[config.mk]
export PLATFORM = sky130hd
export DESIGN_NAME = sine_tone_generator_core_flat
export DESIGN_NICKNAME = d
export VERILOG_FILES = /design/src/design/stg_pkg.sv /design/src/design/stg_tick_if.sv /design/src/design/stg_sample_if.sv /design/src/design/sine_tone_generator_core.sv /design/src/design/stg_phase.sv /design/src/design/stg_cordic.sv /design/src/flat_wrapper.sv
export VERILOG_INCLUDE_DIRS = /design/src /design/src/design
export SDC_FILE = /design/constraint.sdc
export NUM_CORES = 2
export LEC_CHECK = 0
export ABC_AREA = 1
export BUFFER_PORTS_ARGS = -buffer_cell sky130_fd_sc_hd__buf_2
export CAP_MARGIN = 15
export CORE_MARGIN = 2
export CORE_UTILIZATION = 49
export DETAILED_ROUTE_END_ITERATION = 7
export PLACE_DENSITY_LB_ADDON = 0.12
export SLEW_MARGIN = 15
export SYNTH_ARGS = -nofsm -noshare
export SYNTH_HDL_FRONTEND = slang
export SYNTH_SLANG_ARGS = --single-unit
[constraint.sdc]
create_clock -name clk -period 10.85 [get_ports clk]
set_clock_uncertainty 0.1 [all_clocks]
set_input_delay 2.17 -clock clk [delete_from_list [all_inputs] [get_ports clk]]
set_output_delay 2.17 -clock clk [all_outputs]
set_load 0.005 [all_outputs]
[src/design/sine_tone_generator_core_defines.svh]
// Assertion macros for the sine tone generator core.
// Included by the top level; expects clk and rst_n in the including scope.
`ifndef SINE_TONE_GENERATOR_CORE_DEFINES_SVH
`define SINE_TONE_GENERATOR_CORE_DEFINES_SVH

`ifndef SYNTH
// Same-cycle implication, checked outside reset.
`define STG_ASSERT_IMP(name, ante, cons) \
    name: assert property (@(posedge clk) disable iff (!rst_n) (ante) |-> (cons)) \
        else $error("sine tone generator assertion failed");
// Next-cycle implication, checked outside reset.
`define STG_ASSERT_NEXT(name, ante, cons) \
    name: assert property (@(posedge clk) disable iff (!rst_n) (ante) |=> (cons)) \
        else $error("sine tone generator assertion failed");
`else
`define STG_ASSERT_IMP(name, ante, cons)
`define STG_ASSERT_NEXT(name, ante, cons)
`endif

`endif

[src/design/stg_pkg.sv]
// Shared constants, types and the arctangent table of the sine tone generator.
// No dependencies; every other file of the block but stg_tick_if and the defines header uses it.
`timescale 1ns / 1ps
`default_nettype none

package stg_pkg;

    // Phase accumulator and sine iteration setup.
    localparam int PHASE_BITS   = 32;
    localparam int SINE_STEPS   = 16;
    localparam int ATAN_ENTRIES = 24;
    localparam int CORDIC_STEPS = (SINE_STEPS < ATAN_ENTRIES) ? SINE_STEPS : ATAN_ENTRIES;
    localparam int STEP_W       = $clog2(CORDIC_STEPS);
    localparam int ATAN_IDX_W   = $clog2(ATAN_ENTRIES);

    // Fixed-point formats.
    localparam int FRAC_W     = 30;   // angle within a quadrant, fraction of a quarter turn
    localparam int ANGLE_W    = 31;   // radians with 30 fractional bits, below pi/2
    localparam int Z_W        = 33;   // residual angle, signed
    localparam int XY_W       = 34;   // vector components, signed, 16 fractional bits
    localparam int OUT_FRAC   = 16;
    localparam int SAMPLE_W   = 16;
    localparam int MAG_W      = XY_W - OUT_FRAC;

    localparam logic [ANGLE_W-1:0] HALF_PI_Q30 = 31'd1686629713;
    localparam logic [XY_W-1:0]    START_X     = 34'd1301359557;
    localparam logic [MAG_W-1:0]   AMPLITUDE   = 18'd32700;

    // Configuration registers.
    localparam int PHASE_STEP_W = 32;
    localparam int INDEX_W      = 24;
    localparam int CFG_DATA_W   = 32;
    localparam int CFG_IDX_W    = 1;
    localparam logic [INDEX_W-1:0]   TONE_LENGTH_RESET = 24'd44100;
    localparam logic [CFG_IDX_W-1:0] REG_PHASE_STEP    = 1'd0;
    localparam logic [CFG_IDX_W-1:0] REG_TONE_LENGTH   = 1'd1;

    typedef struct packed {
        logic                  we;
        logic [CFG_IDX_W-1:0]  index;
        logic [CFG_DATA_W-1:0] data;
    } cfg_write_t;

    typedef struct packed {
        logic [PHASE_BITS-1:0] phase;
        logic                  last;
    } phase_info_t;

    typedef struct packed {
        logic           start;
        logic [Z_W-1:0] z_init;
    } cordic_cmd_t;

    typedef struct packed {
        logic            done;
        logic [XY_W-1:0] x;
        logic [XY_W-1:0] y;
    } cordic_stat_t;

    // atan(2^-i) in radians with 30 fractional bits.
    function automatic logic [ANGLE_W-1:0] atan_q30(input logic [ATAN_IDX_W-1:0] idx);
        logic [ANGLE_W-1:0] val;
        case (idx)
            5'd0:    val = 31'd843314857;
            5'd1:    val = 31'd497837829;
            5'd2:    val = 31'd263043837;
            5'd3:    val = 31'd133525159;
            5'd4:    val = 31'd67021687;
            5'd5:    val = 31'd33543516;
            5'd6:    val = 31'd16775851;
            5'd7:    val = 31'd8388437;
            5'd8:    val = 31'd4194283;
            5'd9:    val = 31'd2097149;
            5'd10:   val = 31'd1048576;
            5'd11:   val = 31'd524288;
            5'd12:   val = 31'd262144;
            5'd13:   val = 31'd131072;
            5'd14:   val = 31'd65536;
            5'd15:   val = 31'd32768;
            5'd16:   val = 31'd16384;
            5'd17:   val = 31'd8192;
            5'd18:   val = 31'd4096;
            5'd19:   val = 31'd2048;
            5'd20:   val = 31'd1024;
            5'd21:   val = 31'd512;
            5'd22:   val = 31'd256;
            5'd23:   val = 31'd128;
            default: val = '0;
        endcase
        return val;
    endfunction

endpackage

`default_nettype wire

[src/design/stg_tick_if.sv]
// Input channel of the sine tone generator: one request per sample.
// Depends on nothing but the handshake convention of the block.
`timescale 1ns / 1ps
`default_nettype none

interface stg_tick_if;
    logic valid;
    logic ready;
    logic restart;

    modport source (output valid, output restart, input ready);
    modport sink   (input valid, input restart, output ready);
endinterface

`default_nettype wire

[src/design/stg_sample_if.sv]
// Output channel of the sine tone generator: one PCM sample per request.
// Depends on stg_pkg for the sample width.
`timescale 1ns / 1ps
`default_nettype none

interface stg_sample_if;
    logic                                valid;
    logic                                ready;
    logic signed [stg_pkg::SAMPLE_W-1:0] sample;
    logic                                is_last;

    modport source (output valid, output sample, output is_last, input ready);
    modport sink   (input valid, input sample, input is_last, output ready);
endinterface

`default_nettype wire

[src/design/sine_tone_generator_core.sv]
// Top level of the sine tone generator: sequencer, angle scaling and output register.
// Depends on stg_pkg, stg_tick_if, stg_sample_if, stg_phase, stg_cordic and the defines header.
//
//   channel   dir   payload                 notes
//   tick      in    restart                 one request per sample
//   samples   out   sample, is_last         registered, held until taken
//   cfg_*     in    phase_step, tone_length write only
//
// Once accepted, a request passes the angle multiply, 16 iterations of the shared
// CORDIC unit, and the hand-off and output formatting before the next request can be taken.
// The finished sample waits in the output register; the sequencer stalls in its last
// state only if the previous sample has not been taken yet.
// Reset clears the sequencer, phase, sample index and phase step; tone length resets to 44100.
`timescale 1ns / 1ps
`default_nettype none

`include "sine_tone_generator_core_defines.svh"

module sine_tone_generator_core (
    input  wire                               clk,
    input  wire                               rst_n,
    stg_tick_if.sink                          tick,
    stg_sample_if.source                      samples,
    input  wire                               cfg_we,
    input  wire [stg_pkg::CFG_IDX_W-1:0]      cfg_index,
    input  wire [stg_pkg::CFG_DATA_W-1:0]     cfg_data
);

    localparam int PB = stg_pkg::PHASE_BITS;
    localparam int FW = stg_pkg::FRAC_W;
    localparam int AW = stg_pkg::ANGLE_W;
    localparam int XW = stg_pkg::XY_W;
    localparam int PAD_W = PB - 2 + FW;

    localparam logic [1:0] ST_IDLE   = 2'd0;
    localparam logic [1:0] ST_MUL    = 2'd1;
    localparam logic [1:0] ST_ITER   = 2'd2;
    localparam logic [1:0] ST_FINISH = 2'd3;

    logic [1:0] state_reg, state_next;
    logic       out_valid_reg, out_valid_next;

    logic [FW-1:0]                       frac_reg, frac_next;
    logic [1:0]                          quad_reg, quad_next;
    logic                                last_reg, last_next;
    logic [stg_pkg::SAMPLE_W-1:0]        sample_reg, sample_next;
    logic                                is_last_reg, is_last_next;

    stg_pkg::cfg_write_t   cfg;
    stg_pkg::phase_info_t  pinfo;
    stg_pkg::cordic_cmd_t  ccmd;
    stg_pkg::cordic_stat_t cstat;

    logic                 in_fire;
    logic                 out_free;
    logic                 out_in_range;
    logic [PAD_W-1:0]     frac_pad;
    logic [FW+AW-1:0]     product;
    logic signed [XW-1:0] v_sel;
    logic signed [XW-1:0] v_signed;
    logic [XW-1:0]        v_mag;
    logic [stg_pkg::MAG_W-1:0] t_mag;
    logic [stg_pkg::MAG_W-1:0] t_clamped;
    logic [stg_pkg::SAMPLE_W-1:0] t_final;

    assign cfg.we    = cfg_we;
    assign cfg.index = cfg_index;
    assign cfg.data  = cfg_data;

    assign tick.ready = (state_reg == ST_IDLE);
    assign in_fire    = tick.valid && tick.ready;
    assign out_free   = !out_valid_reg || samples.ready;

    stg_phase u_phase (
        .clk     (clk),
        .rst_n   (rst_n),
        .cfg     (cfg),
        .restart (tick.restart),
        .advance (in_fire),
        .info    (pinfo)
    );

    // The angle within the quadrant, aligned to 30 bits, scaled to radians.
    assign frac_pad = {pinfo.phase[PB-3:0], FW'(0)};
    assign product  = frac_reg * stg_pkg::HALF_PI_Q30;

    assign ccmd.start  = (state_reg == ST_MUL);
    assign ccmd.z_init = stg_pkg::Z_W'(product[FW+AW-1:FW]);

    stg_cordic u_cordic (
        .clk   (clk),
        .rst_n (rst_n),
        .cmd   (ccmd),
        .stat  (cstat)
    );

    // Quadrant fold, then truncation toward zero and clamping to the amplitude.
    always_comb
    begin
        v_sel     = quad_reg[0] ? signed'(cstat.x) : signed'(cstat.y);
        v_signed  = quad_reg[1] ? -v_sel : v_sel;
        v_mag     = v_signed[XW-1] ? XW'(-v_signed) : XW'(v_signed);
        t_mag     = v_mag[XW-1:stg_pkg::OUT_FRAC];
        t_clamped = (t_mag > stg_pkg::AMPLITUDE) ? stg_pkg::AMPLITUDE : t_mag;
        t_final   = v_signed[XW-1] ? stg_pkg::SAMPLE_W'(-t_clamped)
                                   : stg_pkg::SAMPLE_W'(t_clamped);
    end

    always_comb
    begin
        state_next     = state_reg;
        out_valid_next = out_valid_reg;
        frac_next      = frac_reg;
        quad_next      = quad_reg;
        last_next      = last_reg;
        sample_next    = sample_reg;
        is_last_next   = is_last_reg;

        if (out_valid_reg && samples.ready)
        begin
            out_valid_next = 1'b0;
        end

        unique case (state_reg)
            ST_IDLE:
            begin
                if (in_fire)
                begin
                    frac_next  = frac_pad[PAD_W-1 -: FW];
                    quad_next  = pinfo.phase[PB-1:PB-2];
                    last_next  = pinfo.last;
                    state_next = ST_MUL;
                end
            end
            ST_MUL:
            begin
                state_next = ST_ITER;
            end
            ST_ITER:
            begin
                if (cstat.done)
                begin
                    state_next = ST_FINISH;
                end
            end
            ST_FINISH:
            begin
                if (out_free)
                begin
                    sample_next    = t_final;
                    is_last_next   = last_reg;
                    out_valid_next = 1'b1;
                    state_next     = ST_IDLE;
                end
            end
            default:
            begin
                state_next = ST_IDLE;
            end
        endcase
    end

    always_ff @(posedge clk or negedge rst_n)
    begin
        if (!rst_n)
        begin
            state_reg     <= ST_IDLE;
            out_valid_reg <= 1'b0;
        end
        else
        begin
            state_reg     <= state_next;
            out_valid_reg <= out_valid_next;
        end
    end

    always_ff @(posedge clk)
    begin
        frac_reg    <= frac_next;
        quad_reg    <= quad_next;
        last_reg    <= last_next;
        sample_reg  <= sample_next;
        is_last_reg <= is_last_next;
    end

    assign samples.valid   = out_valid_reg;
    assign samples.sample  = signed'(sample_reg);
    assign samples.is_last = is_last_reg;

    assign out_in_range = (samples.sample <= 16'sd32700) && (samples.sample >= -16'sd32700);

    `STG_ASSERT_NEXT(a_busy_after_accept, in_fire, !tick.ready)
    `STG_ASSERT_IMP(a_done_only_iterating, cstat.done, state_reg == ST_ITER)
    `STG_ASSERT_IMP(a_sample_in_range, samples.valid, out_in_range)
    `STG_ASSERT_NEXT(a_finish_loads_output, (state_reg == ST_FINISH) && out_free, samples.valid && (state_reg == ST_IDLE))

endmodule

`default_nettype wire

[src/design/stg_phase.sv]
// Configuration registers, phase accumulator and sample counter.
// Depends on stg_pkg.
`timescale 1ns / 1ps
`default_nettype none

module stg_phase (
    input  wire                  clk,
    input  wire                  rst_n,
    input  wire stg_pkg::cfg_write_t cfg,
    input  wire                  restart,
    input  wire                  advance,
    output stg_pkg::phase_info_t info
);

    localparam int PB = stg_pkg::PHASE_BITS;
    localparam int IW = stg_pkg::INDEX_W;

    logic [stg_pkg::PHASE_STEP_W-1:0] phase_step_reg, phase_step_next;
    logic [IW-1:0]                    tone_length_reg, tone_length_next;
    logic [PB-1:0]                    phase_acc_reg, phase_acc_next;
    logic [IW-1:0]                    sample_index_reg, sample_index_next;

    logic [PB-1:0] phase_cur;
    logic [IW-1:0] index_cur;
    logic          last_cur;

    // A restart request sees phase and index at zero before its own sample.
    always_comb
    begin
        phase_cur = restart ? '0 : phase_acc_reg;
        index_cur = restart ? '0 : sample_index_reg;
        last_cur  = (index_cur == IW'(tone_length_reg - 1'b1));
    end

    assign info.phase = phase_cur;
    assign info.last  = last_cur;

    always_comb
    begin
        phase_step_next   = phase_step_reg;
        tone_length_next  = tone_length_reg;
        phase_acc_next    = phase_acc_reg;
        sample_index_next = sample_index_reg;

        if (cfg.we)
        begin
            unique case (cfg.index)
                stg_pkg::REG_PHASE_STEP:  phase_step_next  = cfg.data[stg_pkg::PHASE_STEP_W-1:0];
                stg_pkg::REG_TONE_LENGTH: tone_length_next = cfg.data[IW-1:0];
                default: ;
            endcase
        end

        if (advance)
        begin
            if (last_cur)
            begin
                phase_acc_next    = '0;
                sample_index_next = '0;
            end
            else
            begin
                phase_acc_next    = phase_cur + PB'(phase_step_reg);
                sample_index_next = index_cur + 1'b1;
            end
        end
    end

    always_ff @(posedge clk or negedge rst_n)
    begin
        if (!rst_n)
        begin
            phase_step_reg   <= '0;
            tone_length_reg  <= stg_pkg::TONE_LENGTH_RESET;
            phase_acc_reg    <= '0;
            sample_index_reg <= '0;
        end
        else
        begin
            phase_step_reg   <= phase_step_next;
            tone_length_reg  <= tone_length_next;
            phase_acc_reg    <= phase_acc_next;
            sample_index_reg <= sample_index_next;
        end
    end

endmodule

`default_nettype wire

[src/design/stg_cordic.sv]
// Rotation-mode CORDIC: one shift-add-subtract unit stepped once per cycle.
// Depends on stg_pkg for formats and the arctangent table.
`timescale 1ns / 1ps
`default_nettype none

module stg_cordic (
    input  wire                   clk,
    input  wire                   rst_n,
    input  wire stg_pkg::cordic_cmd_t cmd,
    output stg_pkg::cordic_stat_t stat
);

    localparam int XW = stg_pkg::XY_W;
    localparam int ZW = stg_pkg::Z_W;
    localparam int SW = stg_pkg::STEP_W;
    localparam logic [SW-1:0] LAST_STEP = SW'(stg_pkg::CORDIC_STEPS - 1);

    logic signed [XW-1:0] x_reg, x_next;
    logic signed [XW-1:0] y_reg, y_next;
    logic signed [ZW-1:0] z_reg, z_next;
    logic [SW-1:0]        step_reg, step_next;
    logic                 busy_reg, busy_next;
    logic                 done_reg, done_next;

    logic signed [XW-1:0] dx;
    logic signed [XW-1:0] dy;
    logic signed [ZW-1:0] angle;

    always_comb
    begin
        // Arithmetic shifts round toward minus infinity.
        dx    = y_reg >>> step_reg;
        dy    = x_reg >>> step_reg;
        angle = signed'(ZW'(stg_pkg::atan_q30(stg_pkg::ATAN_IDX_W'(step_reg))));

        x_next    = x_reg;
        y_next    = y_reg;
        z_next    = z_reg;
        step_next = step_reg;
        busy_next = busy_reg;
        done_next = 1'b0;

        if (cmd.start)
        begin
            x_next    = signed'(stg_pkg::START_X);
            y_next    = '0;
            z_next    = signed'(cmd.z_init);
            step_next = '0;
            busy_next = 1'b1;
        end
        else if (busy_reg)
        begin
            if (!z_reg[ZW-1])
            begin
                x_next = x_reg - dx;
                y_next = y_reg + dy;
                z_next = z_reg - angle;
            end
            else
            begin
                x_next = x_reg + dx;
                y_next = y_reg - dy;
                z_next = z_reg + angle;
            end
            step_next = step_reg + 1'b1;
            if (step_reg == LAST_STEP)
            begin
                busy_next = 1'b0;
                done_next = 1'b1;
            end
        end
    end

    always_ff @(posedge clk or negedge rst_n)
    begin
        if (!rst_n)
        begin
            step_reg <= '0;
            busy_reg <= 1'b0;
            done_reg <= 1'b0;
        end
        else
        begin
            step_reg <= step_next;
            busy_reg <= busy_next;
            done_reg <= done_next;
        end
    end

    always_ff @(posedge clk)
    begin
        x_reg <= x_next;
        y_reg <= y_next;
        z_reg <= z_next;
    end

    assign stat.done = done_reg;
    assign stat.x    = x_reg;
    assign stat.y    = y_reg;

endmodule

`default_nettype wire

[src/flat_wrapper.sv]
// flat-port wrapper written by rule: the top's interface ports become plain ports
module sine_tone_generator_core_flat 
  (clk, rst_n, cfg_we, cfg_index, cfg_data, tick_valid, tick_restart, tick_ready, samples_valid, samples_sample, samples_is_last, samples_ready);
  stg_tick_if tick_i ();
  stg_sample_if samples_i ();
  input  wire clk;
  input  wire rst_n;
  input  wire cfg_we;
  input  wire [stg_pkg::CFG_IDX_W-1:0] cfg_index;
  input  wire [stg_pkg::CFG_DATA_W-1:0] cfg_data;
  input wire logic [$bits(tick_i.valid)-1:0] tick_valid;
  input wire logic [$bits(tick_i.restart)-1:0] tick_restart;
  output wire logic [$bits(tick_i.ready)-1:0] tick_ready;
  output wire logic [$bits(samples_i.valid)-1:0] samples_valid;
  output wire logic [$bits(samples_i.sample)-1:0] samples_sample;
  output wire logic [$bits(samples_i.is_last)-1:0] samples_is_last;
  input wire logic [$bits(samples_i.ready)-1:0] samples_ready;
  assign tick_i.valid = tick_valid;
  assign tick_i.restart = tick_restart;
  assign tick_ready = tick_i.ready;
  assign samples_valid = samples_i.valid;
  assign samples_sample = samples_i.sample;
  assign samples_is_last = samples_i.is_last;
  assign samples_i.ready = samples_ready;
  sine_tone_generator_core u_core (.clk(clk), .rst_n(rst_n), .tick(tick_i), .samples(samples_i), .cfg_we(cfg_we), .cfg_index(cfg_index), .cfg_data(cfg_data));
endmodule
* Word level (Yosys, flattened, before mapping)
Memories as Yosys holds them, arrays and structs flattened.
Cells that the tools add are included.
** Cells by class
- $lt $le $gt $ge :: 1
- Shifts and indexed selects :: 2
- Reduce and logical (&&, ||, !) cells :: 11
- Multipliers :: 1
- Eq/ne operators :: 8
- Bitwise gates (word level) :: 1
- Add/subtract/negate cells :: 13
- Mux-type cells :: 29
** Operators by type and width (count)
- 2-to-1 mux 34 bit :: 5
- adder 34 bit :: 2
- negation 34 bit :: 2
- >>> shifter 34 x 4 -> 34 bit :: 2
- subtractor 34 bit :: 2
- 2-to-1 mux 32 bit :: 2
- 2-to-1 mux 31 bit :: 2
- multiplier 30 x 31 -> 61 bit, second input constant :: 1
- 2-to-1 mux 24 bit :: 2
- adder 33 x 32 -> 33 bit :: 1
- 2-to-1 mux 33 bit :: 1
- subtractor 33 x 32 -> 33 bit :: 1
- adder 32 bit :: 1
- 2-to-1 mux 16 bit :: 2
- adder 24 x 1 -> 24 bit, second input constant :: 1
- == test 24 bit :: 1
- subtractor 24 x 1 -> 24 bit, second input constant :: 1
- > comparator 18 x 15 -> 1 bit, second input constant :: 1
- negation 16 bit :: 1
- 2-to-1 mux 1 bit :: 9
- 2-to-1 mux 4 bit :: 2
- one-hot mux 2 bit (4 select lines) :: 1
- AND reduction 2 bit :: 4
- 2-to-1 mux 2 bit :: 3
- 13 further kinds :: 16
** Word-level totals
- Flip-flop bits (word level) :: 272
- Bits in read-only memories :: 480
- Word-level logic and storage cells :: 85
- Bits of input ports :: 39
- Memories :: 1
- Output and inout bits :: 19
** Memories
- (no name shown) :: words 16, bits a word 30, read ports 1, clocked after memory_dff 0, write ports 0, RTL line stg_pkg.sv:63 : case (idx)

* Depth between registers and ports, before layout
- Depth after elaboration :: 9
- Mapped depth :: 42
- Gate-level depth less buffers :: 38

* Cells and area by module
From an unflattened synthesis, not the netlist that was laid out.
** Unflattened totals
- Cells, all modules :: 6426
- Area, all modules :: 44455.1 um^2
** By module, submodules not included
- sine_tone_generator_core :: area each 20216.9 um^2, instances 1, sequential area each 1576.5 um^2, cells each 2438
- stg_cordic :: area each 15308.4 um^2, instances 1, sequential area each 2502.4 um^2, cells each 2606
- stg_phase :: area each 8929.8 um^2, instances 1, sequential area each 2810.2 um^2, cells each 1382

* Least setup slack after synthesis
OpenSTA, ideal clock, no wires.
- Path type :: flip-flop to flip-flop
- Start point :: register u_core.frac_reg[16]
- End point :: register u_core.u_cordic.z_reg[26] (data pin)
- Period minus slack after synthesis :: 7.127 ns
- Data required time :: 10.492 ns
- Arrival :: 6.769 ns
- Cell stages (with the launch flop) :: 27
- Path slack :: 3.723 ns
- Buffers on the path :: 0
- Setup time :: 0.258 ns
- Path through :: edfxtp_1 inv_1 fa_1 fa_1 fa_1 inv_1 fa_1 inv_1 fa_1 inv_1 fa_1 fa_1 fa_1 ha_1 nand2_1 nor2_1 nand4_1 nor3_1 a21oi_1 o21ai_0 a21oi_1 o211ai_1 nand3_1 o211ai_1 a21oi_1 o21ai_0 nand2_1
** On the way
- Word-level cells in the longest chain between the ends :: 2
** RTL lines
- from (decl) :: RTL line sine_tone_generator_core.sv:43 : logic [FW-1:0] frac_reg, frac_next;
- from (signal assigned) :: RTL line sine_tone_generator_core.sv:179 : frac_reg <= frac_next;
- multiplier 30 x 31 -> 61 bit :: RTL line sine_tone_generator_core.sv:85 : assign product = frac_reg * stg_pkg::HALF_PI_Q30;
- 2-to-1 mux 31 bit :: RTL line stg_cordic.sv:43 : if (cmd.start)
- via u_core.u_cordic.z_next[26] :: RTL line stg_cordic.sv:20 : logic signed [ZW-1:0] z_reg, z_next;
- to (signal assigned) :: RTL line stg_cordic.sv:94 : z_reg <= z_next;
- to (decl) :: RTL line stg_cordic.sv:20
The timed path passes the listed nets, and every way through them passes these cells.
A chain may end at the register's enable or synchronous reset.

* Worst setup path in the final report
- Start point :: register u_core.frac_reg[17]
- End point :: register u_core.u_cordic.z_reg[26] (data pin)
Same word-level chain as after synthesis.

==> impl_metrics.env <==
export IMPL_relSlewSlack_pct=28.0
export IMPL_cp_data_required_time_ns=11.06
export IMPL_detail_route_antenna_nets=0
export IMPL_dieArea_sq_um=83800
export IMPL_totalWireLength_um=118000
export IMPL_synthCells=5423
export IMPL_setup_slack_ns=2.74
export IMPL_fin_cells=6493
export IMPL_cts_resized_gates=0
export IMPL_ios=58
export IMPL_total_power_mw=2.64
export IMPL_final_fill_count=8201
export IMPL_clockBufferDepth=3
export IMPL_track_usage_pct=28.6
export IMPL_grt_overflow_total=0
export IMPL_hold_violations=0
export IMPL_yosys_warnings=0
export IMPL_nets=6280
export IMPL_fin_crit_ns=8.11
export IMPL_clock_latency_ns=0.60
export IMPL_setup_tns_final_ns=0
export IMPL_post_route_period_util_pct=74.7
export IMPL_area_growth_pct=6.08
export IMPL_clock_sinks=272
export IMPL_grt_pass1_wl_um=187000
export IMPL_vdd_drop_max_mv=0.123
export IMPL_yosys_top_cells_area="fa_1, ha_1, nand2_1"
export IMPL_outcome="complete, no violations"
export IMPL_finalWeightedCongestion=0.964
export IMPL_cts_inserted_buffers=37
export IMPL_cts_tree="done"
export IMPL_synth_top_flop_cell="dfrtp_1"
export IMPL_cp_max_fo=8
export IMPL_drv_slew=0
export IMPL_p_per_area_nw_per_um2=62.2
export IMPL_cts_hold_fix_buffers=0
export IMPL_synth_nets=6297
export IMPL_dp_slack_ns=2.73
export IMPL_fmax_mhz=123
export IMPL_synth_top_area_share_pct=16.8
export IMPL_yosysUniqueCellTypes=63
export IMPL_async_flop_share_pct=44.5
export IMPL_drive_above_1_share_pct=4.31
export IMPL_viasPerCell=5.37
export IMPL_fp_coreArea_sq_um=80700
export IMPL_yosys_top_cells_count="nand2_1, inv_1, ha_1"
export IMPL_dpl_hpwl_um=96900
export IMPL_end_kind="flip-flop"
export IMPL_synth_most_common_cell="nand2_1"
export IMPL_clkTransAtPathRegs_ns=0.06
export IMPL_worstMarginPinSlew_ns=1.07
export IMPL_antenna_found_initial=3
export IMPL_leakagePower_nw=21.5
export IMPL_grt_max_degree=81
export IMPL_synth_seq_area_share_pct=17.2
export IMPL_grt_pass1_vias=34100
export IMPL_path_class="flip-flop to flip-flop"
export IMPL_synth_top_cell_by_area="fa_1"
export IMPL_rsz0062_at_grt="false"
export IMPL_cp_arrival_ns=8.32
export IMPL_r2r_slack_ns=2.74
export IMPL_dp_cells=6427
export IMPL_synth_seq_cells=272
export IMPL_die_h_um=290
export IMPL_initial_core_util_pct=49.5
export IMPL_synth_edf_count=81
export IMPL_drcViolationCount=0
export IMPL_cts_root_buf="clkbuf_16"
export IMPL_post_cts_repair_setup_buffers=0
export IMPL_synth_avg_cell_area_sq_um=7.37
export IMPL_drt_pass1_iter_count=8
export IMPL_num_vias=34900
export IMPL_htreeDepth=2
export IMPL_setup_violations=0
export IMPL_std_cell_rows=104
export IMPL_floorplan_die_width_um=290
export IMPL_wl_per_cell_um=18.1
export IMPL_startpoint_type="flip-flop"
export IMPL_cap_violations=0
export IMPL_hold_class="flip-flop to flip-flop"
export IMPL_synth_area_sq_um=39900
export IMPL_port_buffers=57
export IMPL_drt_initial_drc_count=2481
-- worst max-delay path, stage by stage (launching register included) --
cell	delay (ns)
edfxtp_1	0.66
inv_1	0.11
fa_1	0.68
fa_1	0.49
fa_1	0.51
inv_1	0.05
fa_1	0.47
inv_1	0.06
fa_1	0.53
inv_1	0.06
fa_1	0.50
fa_1	0.52
fa_1	0.51
ha_1	0.36
nand2_1	0.12
nor2_1	0.16
nand4_1	0.11
nor3_1	0.17
a21oi_1	0.14
o21ai_0	0.52
a21oi_1	0.19
o211ai_1	0.31
nand3_1	0.11
o211ai_1	0.12
a21oi_1	0.09
o21ai_0	0.10
nand2_1	0.07
-- logic make-up (layout without fill, tap and decap cells) --
group                      Yosys count  after routing  share of synthesized area (%)
and+or+nand+nor                   1971           1971                           20.1
buffers and inverters             1116           1125                           10.9
muxes                               49             49                           1.25
other                                0              1                              0
xor gates and xnor gates           215            215                           4.76
DFF                                272            272                           17.2
AOI/OAI and AO/OA                  965            965                           13.3
adders and majority gates          835            835                           32.5
-- where the power goes --
group	total, mW	switching [mW]	internal [mW]
Sequential	1.11	0.0298	1.08
Clock	1.28	0.542	0.741
Combinational	0.245	0.147	0.0978
-- placed cells by master, fill, tap and decap left out, types with 23 or more instances in the layout --
cell and count:
ha_1 498, buf_4 23, o211ai_1 36, nand4_1 36, dfrtp_1 112, a31oi_1 26, o21ai_0 413, dfxtp_1 70
clkbuf_16 37, nor2_1 452, buf_2 56, xnor2_1 77, o21ai_1 24, mux2i_1 41, fa_1 336, nand3_1 161
nor3_1 40, o21a_1 25, o22ai_1 74, edfxtp_1 81, inv_1 967, xor2_1 137, a21oi_1 294, nand2_1 1192
-- metrics by stage --
stage          util [%]  instance area [sq um]  hold WS, ns
2_1_floorplan         -                  39900        0.300
3_3_place_gp       51.0                  41100        0.310
3_5_place_dp       51.0                  41100        0.327
4_1_cts            52.5                  42400        0.341
5_1_grt            52.5                  42400        0.338
6_report           52.5                  42400        0.345
-- worst paths after layout --
path | start | endpoint | depth (start not counted)
worst max-delay path | u_core.frac_reg[17] | u_core.u_cordic.z_reg[26] | 26
worst min-delay path | u_core.last_reg | u_core.samples.is_last | 0
worst max register to register | u_core.frac_reg[17] | u_core.u_cordic.z_reg[26] | 26
worst min register to register | u_core.last_reg | u_core.samples.is_last | 0
max in group asynchronous | rst_n | u_core.u_phase.phase_acc_reg[18] | 2
min in group asynchronous | rst_n | u_core.u_phase.sample_index_reg[0] | 1
-- routing by layer --
metal / routed length (um) / vias to the layer above / GRT usage, % / share of wire, %
li1: - / 17400 / - / -
met1: 55800 / 16500 / 41.1 / 47
met2: 52800 / 805 / 46.2 / 45
met3: 6350 / 137 / 3.04 / 5.4
met4: 2630 / 4 / 6.81 / 2.2
met5: 24 / - / 0 / 0.020
-- cell type report --
class | instances | area [sq um] | area share [%]
Clock inverter | 17 | 254 | 0.599
Timing Repair Buffer | 80 | 464 | 1.10
Clock buffer | 48 | 1010 | 2.38
Multi-Input combinational cell | 4035 | 28800 | 67.9
Inverter | 980 | 3680 | 8.69
Antenna cell | 1 | 2.50 | 0.00591
Tap cell | 1060 | 1330 | 3.13
Sequential cell | 272 | 6880 | 16.2
Note: power is estimated with default switching activity, not from simulation.
